<file path="src/rtl/core/scbra_pkg.sv">
// Types and constants for the size-class bitmap run allocator.
// No dependencies; used by every module in rtl/core.
package scbra_pkg;

  localparam int BLOCKS_PER_SLAB = 64;
  localparam int NUM_CLASSES     = 8;
  localparam int GRAN_SHIFT_MIN  = 3;
  localparam int SCAN_DIGIT      = 4;   // map bits examined per scan cycle

  localparam int CLS_W     = (NUM_CLASSES > 1) ? $clog2(NUM_CLASSES) : 1;
  localparam int BLK_IDX_W = $clog2(BLOCKS_PER_SLAB);
  localparam int CNT_W     = $clog2(BLOCKS_PER_SLAB + 1);
  localparam int HDR_W     = 7;
  localparam int TOTAL_W   = 17;

  localparam logic OP_ALLOC = 1'b0;
  localparam logic OP_FREE  = 1'b1;

  localparam logic [1:0] ST_OK      = 2'd0;
  localparam logic [1:0] ST_NO_RUN  = 2'd1;
  localparam logic [1:0] ST_TOO_BIG = 2'd2;

  typedef struct packed {
    logic        op;
    logic [15:0] size_bytes;
    logic [2:0]  class_index;
    logic [5:0]  block_index;
  } req_t;

  typedef struct packed {
    logic [1:0]  status;
    logic [2:0]  class_out;
    logic [5:0]  block_start;
    logic [15:0] data_offset;
  } rsp_t;

  typedef struct packed {
    logic                 done;
    logic                 found;
    logic [BLK_IDX_W-1:0] start;
  } scan_rsp_t;

  typedef enum logic [2:0] {
    S_IDLE,
    S_TOTAL,
    S_CLASS,
    S_NEED,
    S_SCAN,
    S_MARK,
    S_OUT
  } state_t;

endpackage

</file>
<file path="src/rtl/core/scbra_scan.sv">
// First-fit free-run search over one slab bitmap, SCAN_DIGIT bits per cycle.
// Depends on scbra_pkg.
module scbra_scan (
  input  logic                                 clk,
  input  logic                                 rst_n,
  input  logic                                 start,
  input  logic [scbra_pkg::BLOCKS_PER_SLAB-1:0] map,
  input  logic [scbra_pkg::CNT_W-1:0]          need,
  output scbra_pkg::scan_rsp_t                 rsp
);

  logic [scbra_pkg::BLOCKS_PER_SLAB-1:0] shift_r;
  logic [scbra_pkg::CNT_W:0]             pos_r;
  logic [scbra_pkg::CNT_W-1:0]           run_r;
  logic                                  busy_r;

  logic [scbra_pkg::CNT_W-1:0] run_nxt;
  logic [scbra_pkg::CNT_W:0]   p;
  logic [scbra_pkg::CNT_W:0]   hit_pos;
  logic                        hit;
  logic                        last;

  // Run ends at the first position where the zero count reaches need;
  // that end is lowest exactly when the start is lowest.
  always_comb begin
    run_nxt = run_r;
    hit     = 1'b0;
    hit_pos = '0;
    p       = '0;
    for (int j = 0; j < scbra_pkg::SCAN_DIGIT; j++) begin
      p = pos_r + (scbra_pkg::CNT_W + 1)'(j);
      if (!hit) begin
        if (shift_r[j] || p >= (scbra_pkg::CNT_W + 1)'(scbra_pkg::BLOCKS_PER_SLAB)) begin
          run_nxt = '0;
        end else begin
          run_nxt = run_nxt + 1'b1;
        end
        if (run_nxt == need) begin
          hit     = 1'b1;
          hit_pos = p;
        end
      end
    end
  end

  assign last = (pos_r + (scbra_pkg::CNT_W + 1)'(scbra_pkg::SCAN_DIGIT))
                >= (scbra_pkg::CNT_W + 1)'(scbra_pkg::BLOCKS_PER_SLAB);

  assign rsp.done  = busy_r && (hit || last);
  assign rsp.found = hit;
  assign rsp.start = scbra_pkg::BLK_IDX_W'(hit_pos + 1'b1 - {1'b0, need});

  always_ff @(posedge clk) begin
    if (!rst_n) begin
      busy_r <= 1'b0;
    end else if (start) begin
      busy_r <= 1'b1;
    end else if (rsp.done) begin
      busy_r <= 1'b0;
    end
  end

  always_ff @(posedge clk) begin
    if (start) begin
      shift_r <= map;
      pos_r   <= '0;
      run_r   <= '0;
    end else if (busy_r) begin
      shift_r <= shift_r >> scbra_pkg::SCAN_DIGIT;
      pos_r   <= pos_r + (scbra_pkg::CNT_W + 1)'(scbra_pkg::SCAN_DIGIT);
      run_r   <= run_nxt;
    end
  end

endmodule

</file>
<file path="src/rtl/core/size_class_bitmap_run_allocator.sv">
// Size-class bitmap run allocator: top level with slab bitmaps and control.
// Depends on scbra_pkg and scbra_scan.
//
// Usage:
//   in_*  : allocate or free requests, valid/ready. in_ready is high only
//           while the block is idle; one request is worked at a time.
//   out_* : one result per request, valid/ready, held in an output register,
//           so a new request is taken while a result waits to be read.
//   cfg_* : header_bytes write, taken on any cycle cfg_wr_en is high; write
//           it only while no request is in flight.
// Steps (accept to out_valid): S_TOTAL, S_CLASS, S_NEED, then S_SCAN for an
//   allocate that fits a slab, S_MARK for a found run or a valid free, and
//   S_OUT; an oversized allocate, a miss and a rejected free skip S_MARK. The
//   first-fit search in scbra_scan examines 4 map bits per cycle.
// A new request is taken only after the previous one leaves S_OUT.
// Reset (synchronous, rst_n low): all slabs free, header_bytes = 16, no
//   result pending.
// Receiver stall: the finished result waits in the output register; the next
//   request still runs and holds in its last state until the register frees.
module size_class_bitmap_run_allocator (
  input  logic                           clk,
  input  logic                           rst_n,
  input  logic                           in_valid,
  output logic                           in_ready,
  input  scbra_pkg::req_t                in_data,
  output logic                           out_valid,
  input  logic                           out_ready,
  output scbra_pkg::rsp_t                out_data,
  input  logic                           cfg_wr_en,
  input  logic [scbra_pkg::HDR_W-1:0]    cfg_wr_data
);

  localparam int B = scbra_pkg::BLOCKS_PER_SLAB;

  scbra_pkg::state_t state_r, state_nxt;

  scbra_pkg::req_t                  req_r;
  scbra_pkg::rsp_t                  res_r;
  scbra_pkg::rsp_t                  out_data_r;
  logic                             out_valid_r;
  logic [scbra_pkg::HDR_W-1:0]      hdr_r;
  logic [scbra_pkg::TOTAL_W-1:0]    total_r;
  logic [scbra_pkg::CLS_W-1:0]      cls_r;
  logic [scbra_pkg::CNT_W-1:0]      need_r;
  logic [scbra_pkg::BLK_IDX_W-1:0]  start_r;
  logic [B-1:0]                     map_r [scbra_pkg::NUM_CLASSES];

  logic                             scan_start;
  scbra_pkg::scan_rsp_t             scan_rsp;
  logic                             out_free;
  logic                             is_alloc;

  logic [scbra_pkg::TOTAL_W-1:0]    total_calc;
  logic [scbra_pkg::CLS_W-1:0]      cls_calc;
  logic [3:0]                       gran_shift;
  logic [scbra_pkg::TOTAL_W:0]      round_sum;
  logic [scbra_pkg::TOTAL_W:0]      n_raw;
  logic [scbra_pkg::TOTAL_W:0]      n_blocks;
  logic                             too_big;
  logic                             free_ok;
  logic [scbra_pkg::CNT_W-1:0]      room;
  logic [scbra_pkg::CNT_W-1:0]      need_calc;
  logic [B-1:0]                     run_mask;
  logic [15:0]                      offset_calc;

  assign is_alloc = (req_r.op == scbra_pkg::OP_ALLOC);
  assign out_free = !out_valid_r || out_ready;
  assign in_ready = (state_r == scbra_pkg::S_IDLE);

  // size rounded up to 8, plus header
  assign total_calc = ({1'b0, req_r.size_bytes[15:3], 3'b000}
                       + {13'd0, (|req_r.size_bytes[2:0]), 3'b000})
                      + scbra_pkg::TOTAL_W'(hdr_r);

  always_comb begin
    cls_calc = '0;
    for (int k = 1; k < scbra_pkg::NUM_CLASSES; k++) begin
      if (total_r >= (scbra_pkg::TOTAL_W'(1) << (scbra_pkg::GRAN_SHIFT_MIN + k))) begin
        cls_calc = scbra_pkg::CLS_W'(k);
      end
    end
  end

  assign gran_shift = 4'(scbra_pkg::GRAN_SHIFT_MIN) + 4'(cls_r);
  assign round_sum  = {1'b0, total_r}
                      + (((scbra_pkg::TOTAL_W + 1)'(1) << gran_shift) - 1'b1);
  assign n_raw      = round_sum >> gran_shift;
  assign n_blocks   = (n_raw == '0) ? (scbra_pkg::TOTAL_W + 1)'(1) : n_raw;
  assign too_big    = n_blocks > (scbra_pkg::TOTAL_W + 1)'(B);

  assign free_ok = ({1'b0, req_r.class_index} < 4'(scbra_pkg::NUM_CLASSES))
                && ((scbra_pkg::CNT_W + 1)'(req_r.block_index)
                    < (scbra_pkg::CNT_W + 1)'(B));
  assign room    = scbra_pkg::CNT_W'(B) - scbra_pkg::CNT_W'(req_r.block_index);

  always_comb begin
    if (is_alloc) begin
      need_calc = scbra_pkg::CNT_W'(n_blocks);
    end else if (n_blocks > (scbra_pkg::TOTAL_W + 1)'(room)) begin
      need_calc = room;
    end else begin
      need_calc = scbra_pkg::CNT_W'(n_blocks);
    end
  end

  always_comb begin
    for (int i = 0; i < B; i++) begin
      run_mask[i] = ((scbra_pkg::CNT_W + 1)'(i) >= (scbra_pkg::CNT_W + 1)'(start_r))
                 && (((scbra_pkg::CNT_W + 1)'(i) - (scbra_pkg::CNT_W + 1)'(start_r))
                     < (scbra_pkg::CNT_W + 1)'(need_r));
    end
  end

  assign offset_calc = 16'(32'(start_r) << (scbra_pkg::GRAN_SHIFT_MIN + 32'(cls_r)))
                       + 16'(hdr_r);

  scbra_scan u_scan (
    .clk   (clk),
    .rst_n (rst_n),
    .start (scan_start),
    .map   (map_r[cls_r]),
    .need  (need_r),
    .rsp   (scan_rsp)
  );

  always_ff @(posedge clk) begin
    if (!rst_n) begin
      state_r <= scbra_pkg::S_IDLE;
    end else begin
      state_r <= state_nxt;
    end
  end

  always_comb begin
    state_nxt  = state_r;
    scan_start = 1'b0;
    unique case (state_r)
      scbra_pkg::S_IDLE: begin
        if (in_valid) state_nxt = scbra_pkg::S_TOTAL;
      end
      scbra_pkg::S_TOTAL: state_nxt = scbra_pkg::S_CLASS;
      scbra_pkg::S_CLASS: state_nxt = scbra_pkg::S_NEED;
      scbra_pkg::S_NEED: begin
        if (is_alloc) begin
          if (too_big) begin
            state_nxt = scbra_pkg::S_OUT;
          end else begin
            scan_start = 1'b1;
            state_nxt  = scbra_pkg::S_SCAN;
          end
        end else begin
          state_nxt = free_ok ? scbra_pkg::S_MARK : scbra_pkg::S_OUT;
        end
      end
      scbra_pkg::S_SCAN: begin
        if (scan_rsp.done) begin
          state_nxt = scan_rsp.found ? scbra_pkg::S_MARK : scbra_pkg::S_OUT;
        end
      end
      scbra_pkg::S_MARK: state_nxt = scbra_pkg::S_OUT;
      scbra_pkg::S_OUT: begin
        if (out_free) state_nxt = scbra_pkg::S_IDLE;
      end
      default: state_nxt = scbra_pkg::S_IDLE;
    endcase
  end

  always_ff @(posedge clk) begin
    if (in_valid && in_ready) req_r <= in_data;
    case (state_r)
      scbra_pkg::S_TOTAL: total_r <= total_calc;
      scbra_pkg::S_CLASS: begin
        cls_r <= is_alloc ? cls_calc : scbra_pkg::CLS_W'(req_r.class_index);
      end
      scbra_pkg::S_NEED: begin
        need_r            <= need_calc;
        start_r           <= scbra_pkg::BLK_IDX_W'(req_r.block_index);
        res_r.status      <= (is_alloc && too_big) ? scbra_pkg::ST_TOO_BIG
                                                   : scbra_pkg::ST_OK;
        res_r.class_out   <= is_alloc ? 3'(cls_r) : 3'd0;
        res_r.block_start <= '0;
        res_r.data_offset <= '0;
      end
      scbra_pkg::S_SCAN: begin
        if (scan_rsp.done) begin
          if (scan_rsp.found) begin
            start_r <= scan_rsp.start;
          end else begin
            res_r.status <= scbra_pkg::ST_NO_RUN;
          end
        end
      end
      scbra_pkg::S_MARK: begin
        if (is_alloc) begin
          res_r.block_start <= 6'(start_r);
          res_r.data_offset <= offset_calc;
        end
      end
      default: ;
    endcase
  end

  always_ff @(posedge clk) begin
    if (!rst_n) begin
      for (int c = 0; c < scbra_pkg::NUM_CLASSES; c++) map_r[c] <= '0;
    end else if (state_r == scbra_pkg::S_MARK) begin
      if (is_alloc) begin
        map_r[cls_r] <= map_r[cls_r] | run_mask;
      end else begin
        map_r[cls_r] <= map_r[cls_r] & ~run_mask;
      end
    end
  end

  always_ff @(posedge clk) begin
    if (!rst_n) begin
      hdr_r <= scbra_pkg::HDR_W'(16);
    end else if (cfg_wr_en) begin
      hdr_r <= cfg_wr_data;
    end
  end

  always_ff @(posedge clk) begin
    if (!rst_n) begin
      out_valid_r <= 1'b0;
    end else if (state_r == scbra_pkg::S_OUT && out_free) begin
      out_valid_r <= 1'b1;
    end else if (out_ready) begin
      out_valid_r <= 1'b0;
    end
  end

  always_ff @(posedge clk) begin
    if (state_r == scbra_pkg::S_OUT && out_free) out_data_r <= res_r;
  end

  assign out_valid = out_valid_r;
  assign out_data  = out_data_r;

endmodule

</file>
<file path="config.mk">
export PLATFORM = sky130hd
export DESIGN_NAME = size_class_bitmap_run_allocator
export DESIGN_NICKNAME = d
export VERILOG_FILES = /design/src/rtl/core/scbra_pkg.sv /design/src/rtl/core/scbra_scan.sv /design/src/rtl/core/size_class_bitmap_run_allocator.sv
export SDC_FILE = /design/constraint.sdc
export NUM_CORES = 1
export LEC_CHECK = 0
export ABC_AREA = 1
export BUFFER_PORTS_ARGS = -buffer_cell sky130_fd_sc_hd__clkbuf_2
export CAP_MARGIN = 40
export CORE_MARGIN = 2
export CORE_UTILIZATION = 53
export CTS_CLUSTER_SIZE = 8
export DETAILED_ROUTE_END_ITERATION = 7
export PLACE_DENSITY = 0.69
export SETUP_SLACK_MARGIN = 0.4
export SYNTH_ARGS = -nofsm -noshare
export SYNTH_HDL_FRONTEND = slang
export SYNTH_HIERARCHICAL = 1
export SYNTH_SLANG_ARGS = --single-unit
</file>
<file path="constraint.sdc">
create_clock -name clk -period 18.55 [get_ports clk]
set_input_delay 3.71 -clock clk [delete_from_list [all_inputs] [get_ports clk]]
set_output_delay 3.71 -clock clk [all_outputs]
set_load 0.1 [all_outputs]
</file>
==> results of run 1 <==
## layer usage
| layer | up-vias | track usage | part of all wire |
|---|---|---|---|
| li1 | 15300 | - | - |
| met2 | 1511 | 0.466 | 0.46 |
| met1 | 15500 | 0.408 | 0.42 |
| met5 | - | 0 | 0 |
| met4 | 0 | 0.118 | 0.034 |
| met3 | 263 | 0.0431 | 0.089 |
## cell families after synthesis
kind of cell,after synthesis
simple gates,1997
flops,717
buf+inv,617
fa+ha+maj,227
compound gates,793
xor+xnor,79
mux,65
## worst register-to-register path: stages, from the launching register on
cell and delay, ns:
edfxtp_1 0.51, buf_4 0.30, o21ai_1 0.71, inv_1 0.55, nor2_1 0.61, nand2_1 0.11, ha_1 0.30, inv_1 0.04
ha_1 0.35, a21oi_1 0.31, o21ai_0 0.14, a21oi_1 0.18, o21ai_2 0.10, xnor2_1 0.26, nand2_1 0.12, nand2_1 0.10
nand2_1 0.06, nand3_1 0.14, nand3_2 0.14, nor2_1 0.12, nand3_1 0.08, nand2_1 0.06, nand2_1 0.10, nor3_2 0.13
buf_4 0.39, inv_2 0.12, nand2_4 0.50, buf_4 0.59
## layout make-up
type / instances / area [um2] / area share
Antenna cell: 1 / 2.50 / 0.0000557
Tap cell: 978 / 1220 / 0.0272
Multi-Input combinational cell: 3161 / 17100 / 0.381
Clock inverter: 7 / 150 / 0.00334
Sequential cell: 717 / 21300 / 0.473
Clock buffer: 131 / 2650 / 0.0590
Inverter: 383 / 1450 / 0.0322
Timing Repair Buffer: 128 / 1080 / 0.0240
## metrics by stage
step                instance area (um2)  worst slack [ns]  instances
floorplan                         40600             11.78       4495
global route                      44900             10.59       5505
global placement                  41700             10.90       5348
detailed placement                42100             11.26       5367
finish                            44900             11.00       5506
CTS                               44900             11.22       5505
## sequential cells by signal, summed over array words and instances, names as in the netlist, named ones only
| name | cells |
|---|---|
| u_scan/run_r | 7 |
| u_scan/busy_r | 1 |
| hdr_r | 7 |
| state_r | 3 |
| need_r | 7 |
| map_r | 512 |
| res_r | 27 |
| out_data | 27 |
| total_r | 17 |
| start_r | 6 |
| u_scan/shift_r | 64 |
| u_scan/pos_r | 6 |
| cls_r | 3 |
| out_valid | 1 |
| req_r | 26 |
## power groups by stage
stage / clock network (mW) / registers [mW] / logic (mW)
6_report: 1.66 / 1.87 / 0.848
5_1_grt: 1.74 / 1.87 / 0.946
4_1_cts: 1.67 / 1.87 / 0.835
3_5_place_dp: 0 / 1.90 / 0.829
3_3_place_gp: 0 / 1.90 / 0.812
2_1_floorplan: 0 / 1.89 / 0.605
## placed cells by master (no fill, tap or decap), drive strengths merged, types with 12 or more instances in the layout
master / n
nor2: 1144
nand2: 607
a21oi: 158
o21ai: 411
o21bai: 12
buf: 62
clkbuf: 197
inv: 381
nand3: 160
mux2i: 65
a31oi: 67
o221ai: 18
o22ai: 84
o211ai: 22
xor2: 68
dfxtp: 28
ha: 223
nand4: 36
edfxtp: 689
nor3: 30
## final timing paths
kind | start | end | cells after the start
max | cls_r[0] | u_scan/shift_r[1] | 27
min | res_r[21] | out_data[21] | 0
max reg2reg | cls_r[0] | u_scan/shift_r[1] | 27
min reg2reg | res_r[21] | out_data[21] | 0
==> metrics.md, run 1 <==
| Metric | Value |
|---|---|
| Status | `complete, no violations` |
| Clock Skew | `0.0359 ns` |
| Initial antenna violation count | `2` |
| PwrDens | `97.4 nW/um2` |
| Synth top area cells | `edfxtp_1, nor2_1, ha_1` |
| Pre-Repair DR Iteration Count | `6` |
| Combinational Power Share | `0.194` |
| Largest stage delay, worst path | `0.70 ns` |
| Die area | `78,800 um2` |
| Slew margin rel. | `0.367` |
| Fmax | `0.133 GHz` |
| Clock sinks | `717` |
| R2R Setup Slk | `11.00 ns` |
| Startpoint Class | `register` |
| Yosys cell types | `58` |
| Sequential share of power | `0.427` |
| Post-synthesis cell count | `4,495` |
| Net count reported at finish | `4,756` |
| Pins Over Slew Limit | `0` |
| Average wire per standard cell | `20.9 um` |
| Cell family with most CP delay | `simple AND/OR/NAND/NOR gates` |
| CTS tree | `yes` |
| Asr flop ratio synth | `0` |
| Lkg Pwr | `18.9 nW` |
| Routability cong. | `0.990` |
| Hold Crit Class | `reg -> reg` |
| CP arrival | `7.83 ns` |
| Critical Setup Path Class | `reg -> reg` |
| Maximum fanout along the worst path | `39` |
| Initial DRC count | `3,233` |
| Final worst path period share | `0.407` |
| Syn Area/Cell | `9.03 um2` |
| TNS Setup | `0 ns` |
| IO Count | `67` |
| Seq/Total Area, Yosys | `0.524` |
| Synth-to-Final Area Change | `10.7%` |
| Total setup buffers inserted after CTS | `0` |
| Critical Path Sink Type | `register` |
| CP Buf/Inv Count | `6` |
| Dpl hpwl | `72,100 um` |
| Sw frac | `0.299` |
| Max VDD drop | `0.0000748 V` |
| Worst path slowest cell | `o21ai_1` |
| Via count | `32,500` |
| Post-synthesis mux area share | `0.0160` |
| Compound-Gate Fraction of Synth Area | `0.109` |
| CTS resizes | `0` |
| Die height | `281 um` |
| Xor/xnor cell area share of the yosys netlist | `0.0172` |
| Num CTS Buffers | `100` |
| Worst Path Required | `18.83 ns` |
| Yosys reg bits | `717` |
| Clk_lat worst skew | `0.68 ns` |
| Total power | `4.37 mW` |
| I/O Buffers | `66` |
| Synth Cell Area | `40,600 um2` |
| Synth cell count leaders | `nor2_1, edfxtp_1, nand2_1, o21ai_0, inv_1` |
| CTS Buffer Depth | `3` |
| Clk slew on worst S/H paths | `0.06 ns` |
| Psw | `1.31 mW` |
| Yosys top cell by area | `edfxtp_1` |
| Global route total overflow | `0` |
| Synth Flop Type | `edfxtp_1` |
| Cts hold-fix bufs | `0` |
| Synth Area in Adders | `0.0708` |
| Final setup fails | `0` |
| Pin count of the biggest net entering global routing | `117` |
| Post-Syn Nets | `4,760` |
| Die X | `281 um` |
| RSZ-0062 raised after global routing | `false` |
| Fin util | `0.592` |
| Most frequent cell after synthesis | `nor2_1` |
| Least-Margin Pin Slew | `0.949 ns` |
| Simple-gate share of the synthesized area | `0.204` |
| EDFF count, synth | `689` |
| Period minus WS final | `7.55 ns` |
| Final hold vios | `0` |
| Tot GR Track Use | `0.294` |
| Most frequent CP cell | `nand2_1` |
| Vias per cell | `5.90` |
| Worst Hold Slack | `0.416 ns` |
| Root Driver | `clkbuf_16` |
| Largest family of logic cells by synthesized area | `simple AND/OR/NAND/NOR gates` |
| Max-cap violation count | `0` |
| Total Routed Length | `115,000 um` |
| Synth Warn # | `6` |
| Initial core utilization | `0.535` |
| Clock share of power | `0.379` |
| Final ANT Viol Nets | `0` |
| Post-synth top area share | `0.510` |
| Row cnt | `101` |
| CORE AREA | `75,800 um2` |
| Int Power | `3.07 mW` |
| Remaining DRCs | `0` |
| H-tree depth | `3` |
| Fill cells | `6,474` |
| Vias in the first global route | `31,200` |
| Share of layout cells above drive strength 1 | `0.0861` |
| First-pass GRT wire length | `179,000 um` |
Power figures use the tool's default switching activity.
==> run 2, diff against run 1 <==
--- a/config.mk
+++ b/config.mk
@@ -5,14 +5,14 @@
 export SDC_FILE = /design/constraint.sdc
 export NUM_CORES = 1
 export LEC_CHECK = 0
-export ABC_AREA = 1
+export ABC_AREA = 0
 export BUFFER_PORTS_ARGS = -buffer_cell sky130_fd_sc_hd__clkbuf_2
 export CAP_MARGIN = 40
 export CORE_MARGIN = 2
 export CORE_UTILIZATION = 53
 export CTS_CLUSTER_SIZE = 8
 export DETAILED_ROUTE_END_ITERATION = 7
-export PLACE_DENSITY = 0.69
+export PLACE_DENSITY = 0.72
 export SETUP_SLACK_MARGIN = 0.4
 export SYNTH_ARGS = -nofsm -noshare
 export SYNTH_HDL_FRONTEND = slang
==> constraint.sdc (replaced) <==
create_clock -name clk -period 6.2 [get_ports clk]
set_input_delay 1.24 -clock clk [delete_from_list [all_inputs] [get_ports clk]]
set_output_delay 1.24 -clock clk [all_outputs]
set_load 0.1 [all_outputs]
==> run 2 against run 1 <==
Register-to-register slack got worse by 11 ns. Critical path type unchanged. Utilization increased by 3.2 points. First-iteration DRC count decreased by 9.0%. Global-route usage decreased by 0.97 points. Die area increased by 0.18%. Final area increased by 5.6%. Clock power increased to 2.9 times the previous value. The run now ends with setup timing left. Highest routed layer unchanged. Largest power group unchanged.
==> metrics.md, run 2 <==
| Metric | Value |
|---|---|
| Global route total overflow | `0 (unchanged)` |
| Setup ws final | `-0.341 ns (was 11.00 ns)` |
| CP arrival | `6.96 ns (was 7.83 ns)` |
| Largest register FFs | `512 (unchanged)` |
| Yosys top cell by area | `edfxtp_1 (unchanged)` |
| CORE AREA | `75,900 um2 (was 75,800 um2)` |
| Largest reg by FF count | `map_r (unchanged)` |
| Net count reported at finish | `3,949 (was 4,756)` |
| Vias per cell | `6.22 (was 5.90)` |
| I/O Buffers | `66 (unchanged)` |
| Hold path start | `res_r[9] (was res_r[21])` |
| Initial core utilization | `0.535 (about the same)` |
| Critical Setup Path Class | `reg -> reg (unchanged)` |
| Initial antenna violation count | `0 (was 2)` |
| CTS tree | `yes (unchanged)` |
| Endpoint, Worst Hold | `out_data[9] (was out_data[21])` |
| Routability cong. | `0.960 (was 0.990)` |
| Vias in the first global route | `29,200 (was 31,200)` |
| Maximum fanout along the worst path | `6 (was 39)` |
| Status | `finished with violations (was complete, no violations)` |
| Max VDD drop | `0.000214 V (was 0.0000748 V)` |
| Root Driver | `clkbuf_16 (unchanged)` |
| Clk slew on worst S/H paths | `0.05 ns (was 0.06 ns)` |
| Clock sinks | `717 (unchanged)` |
| Worst path slowest cell | `fa_2 (was o21ai_1)` |
| Yosys reg bits | `717 (unchanged)` |
| EDFF count, synth | `689 (unchanged)` |
| CTS Buffer Depth | `3 (unchanged)` |
| R2R Setup Slk | `-0.34 ns (was 11.00 ns)` |
| Final setup fails | `1 (was 0)` |
| Max-cap violation count | `0 (unchanged)` |
| Synth Flop Type | `edfxtp_1 (unchanged)` |
| Most frequent CP cell | `nand2_1 (unchanged)` |
| N_diodes | `0 (was 1)` |
| Asr flop ratio synth | `0 (unchanged)` |
| TNS Setup | `-0.341 ns (was 0 ns)` |
| Die X | `281 um (about the same)` |
| Pin count of the biggest net entering global routing | `72 (was 117)` |
| Post-placement setup slack | `-0.495 ns (was 11.26 ns)` |
| Dpl hpwl | `69,100 um (was 72,100 um)` |
| Synth cell count leaders | `edfxtp_1, nor2_1, ha_1, nand2_1, a21oi_1 (was nor2_1, edfxtp_1, nand2_1, o21ai_0, inv_1)` |
| Total Routed Length | `112,000 um (was 115,000 um)` |
| IO Count | `67 (unchanged)` |
| Final worst path period share | `1.05 (was 0.407)` |
| Period minus WS final | `6.54 ns (was 7.55 ns)` |
| Most frequent cell after synthesis | `edfxtp_1 (was nor2_1)` |
| Synth top area cells | `edfxtp_1, mux4_2, ha_1 (was edfxtp_1, nor2_1, ha_1)` |
| Placed Instances | `4,577 (was 5,367)` |
| RSZ-0062 raised after global routing | `true (was false)` |
| Synth-to-Final Area Change | `16.7% (was 10.7%)` |
| R2r worst-path depth | `36 (was 27)` |
| Worst Hold Slack | `0.415 ns (was 0.416 ns)` |
| Lkg Pwr | `18.5 nW (was 18.9 nW)` |
| Initial DRC count | `2,941 (was 3,233)` |
| Top flop regs | `map_r (512), u_scan/shift_r (64) (unchanged)` |
| Synth Warn # | `6 (unchanged)` |
| Synth Cell Area | `40,600 um2 (about the same)` |
| Fmax | `0.153 GHz (was 0.133 GHz)` |
| Critical Path Sink Type | `register (unchanged)` |
| Post-Syn Nets | `3,731 (was 4,760)` |
| First-pass GRT wire length | `171,000 um (was 179,000 um)` |
| Die area | `78,900 um2 (was 78,800 um2)` |
| Slew margin rel. | `0.369 (was 0.367)` |
| Least-Margin Pin Slew | `0.946 ns (was 0.949 ns)` |
| Share of layout cells above drive strength 1 | `0.241 (was 0.0861)` |
| Pins Over Slew Limit | `0 (unchanged)` |
| Worst Path Required | `6.62 ns (was 18.83 ns)` |
| Via count | `29,500 (was 32,500)` |
| Post-synthesis cell count | `3,466 (was 4,495)` |
| Average wire per standard cell | `23.7 um (was 20.9 um)` |
| Die height | `281 um (about the same)` |
| Pre-Repair DR Iteration Count | `8 (was 6)` |
| Finished Layout Cells | `4,747 (was 5,506)` |
| Final hold vios | `0 (unchanged)` |
| Seq/Total Area, Yosys | `0.523 (was 0.524)` |
| Most common cell after layout, fill and taps aside | `edfxtp_1 (was nor2_1)` |
| Hold Path Depth | `0 (unchanged)` |
| Largest stage delay, worst path | `0.38 ns (was 0.70 ns)` |
| Most frequent cells in the layout | `edfxtp_1, nor2_1, buf_4 (was nor2_1, edfxtp_1, nand2_1)` |
| Syn Area/Cell | `11.7 um2 (was 9.03 um2)` |
| H-tree depth | `3 (unchanged)` |
| Final ANT Viol Nets | `0 (unchanged)` |
| PwrDens | `280 nW/um2 (was 97.4 nW/um2)` |
| RR Endpoint | `start_r[5] (was u_scan/shift_r[1])` |
| Row cnt | `101 (unchanged)` |
| Total power | `13.3 mW (was 4.37 mW)` |
| Clk_lat worst skew | `0.67 ns (was 0.68 ns)` |
| R2r startpoint | `u_scan/run_r[0] (was cls_r[0])` |
| Tot GR Track Use | `0.284 (was 0.294)` |
| Failing checks | `setup timing` |
| Yosys cell types | `109 (was 58)` |
| Num CTS Buffers | `99 (was 100)` |
| Startpoint Class | `register (unchanged)` |
| Remaining DRCs | `0 (unchanged)` |
| Hold Crit Class | `reg -> reg (unchanged)` |
| Post-synth top area share | `0.509 (was 0.510)` |
| Clock Skew | `0.0537 ns (was 0.0359 ns)` |
## run 2: power breakdown
| group | internal, mW | switching [mW] | leakage (nW) |
|---|---|---|---|
| clock | 2.88 | 1.98 | 1.31 |
| combinational | 1.20 | 1.59 | 10.1 |
| sequential | 5.51 | 0.124 | 7.11 |
| total | 9.59 | 3.70 | 18.5 |
## run 2: stage by stage
step	cell area (um2)	utilization
floorplan	41000	-
global placement	43600	0.575
detailed placement	43800	0.577
CTS	46800	0.616
global route	47400	0.625
finish	47400	0.625
## run 2: cell families after synthesis
logic type,share of synthesized area
AND/OR/NAND/NOR,0.121
flip-flops,0.523
AO/OA/AOI/OAI,0.0958
buffers and inverters,0.0356
multiplexers,0.130
adder cells (fa/ha/maj),0.0706
XOR/XNOR,0.0244
## run 2: cell type report
class | instances | area, um2
well taps | 1030 | 1290
repair buffers | 324 | 2560
clock inverters | 6 | 133
flip-flops and latches | 717 | 21300
clock buffers | 128 | 2590
fillers | 5804 | 28500
inverters | 169 | 637
multi-input cells | 2373 | 19000
## run 2: worst max path at each step
stage	from	to	slack [ns]	depth (start not counted)
finish	u_scan/run_r[0]	start_r[5]	-0.34	36
CTS	u_scan/run_r[0]	start_r[5]	-0.25	35
global placement	u_scan/run_r[0]	start_r[5]	-0.53	35
detailed placement	u_scan/run_r[0]	start_r[5]	-0.50	35
global route	u_scan/run_r[0]	start_r[5]	-0.83	35
floorplan	u_scan/shift_r[0]	start_r[5]	-0.42	35
## run 2: repair_timing
action,in CTS,in global routing
gates resized for setup,37,95
setup buffers,14,22
setup endpoints to repair,10,17
hold buffers,0,0
pin swaps,14,45
## run 2: layer usage
layer,routed length [um],GRT usage,part of all wire,up-vias
met5,0,0,0,-
li1,-,-,-,13200
met4,4070,0.102,0.036,0
met3,9550,0.0451,0.085,274
met2,53300,0.464,0.47,1537
met1,45400,0.386,0.40,14500
## run 2: worst max-delay path: cells and delay by family, from the launching register on
kind	cells	cell delay [ns]
AOI/OAI and AO/OA	12	2.15
and+or+nand+nor	12	1.63
adders and majority gates	6	1.62
DFF	1	0.34
buffers and inverters	4	0.34
xor gates and xnor gates	2	0.28
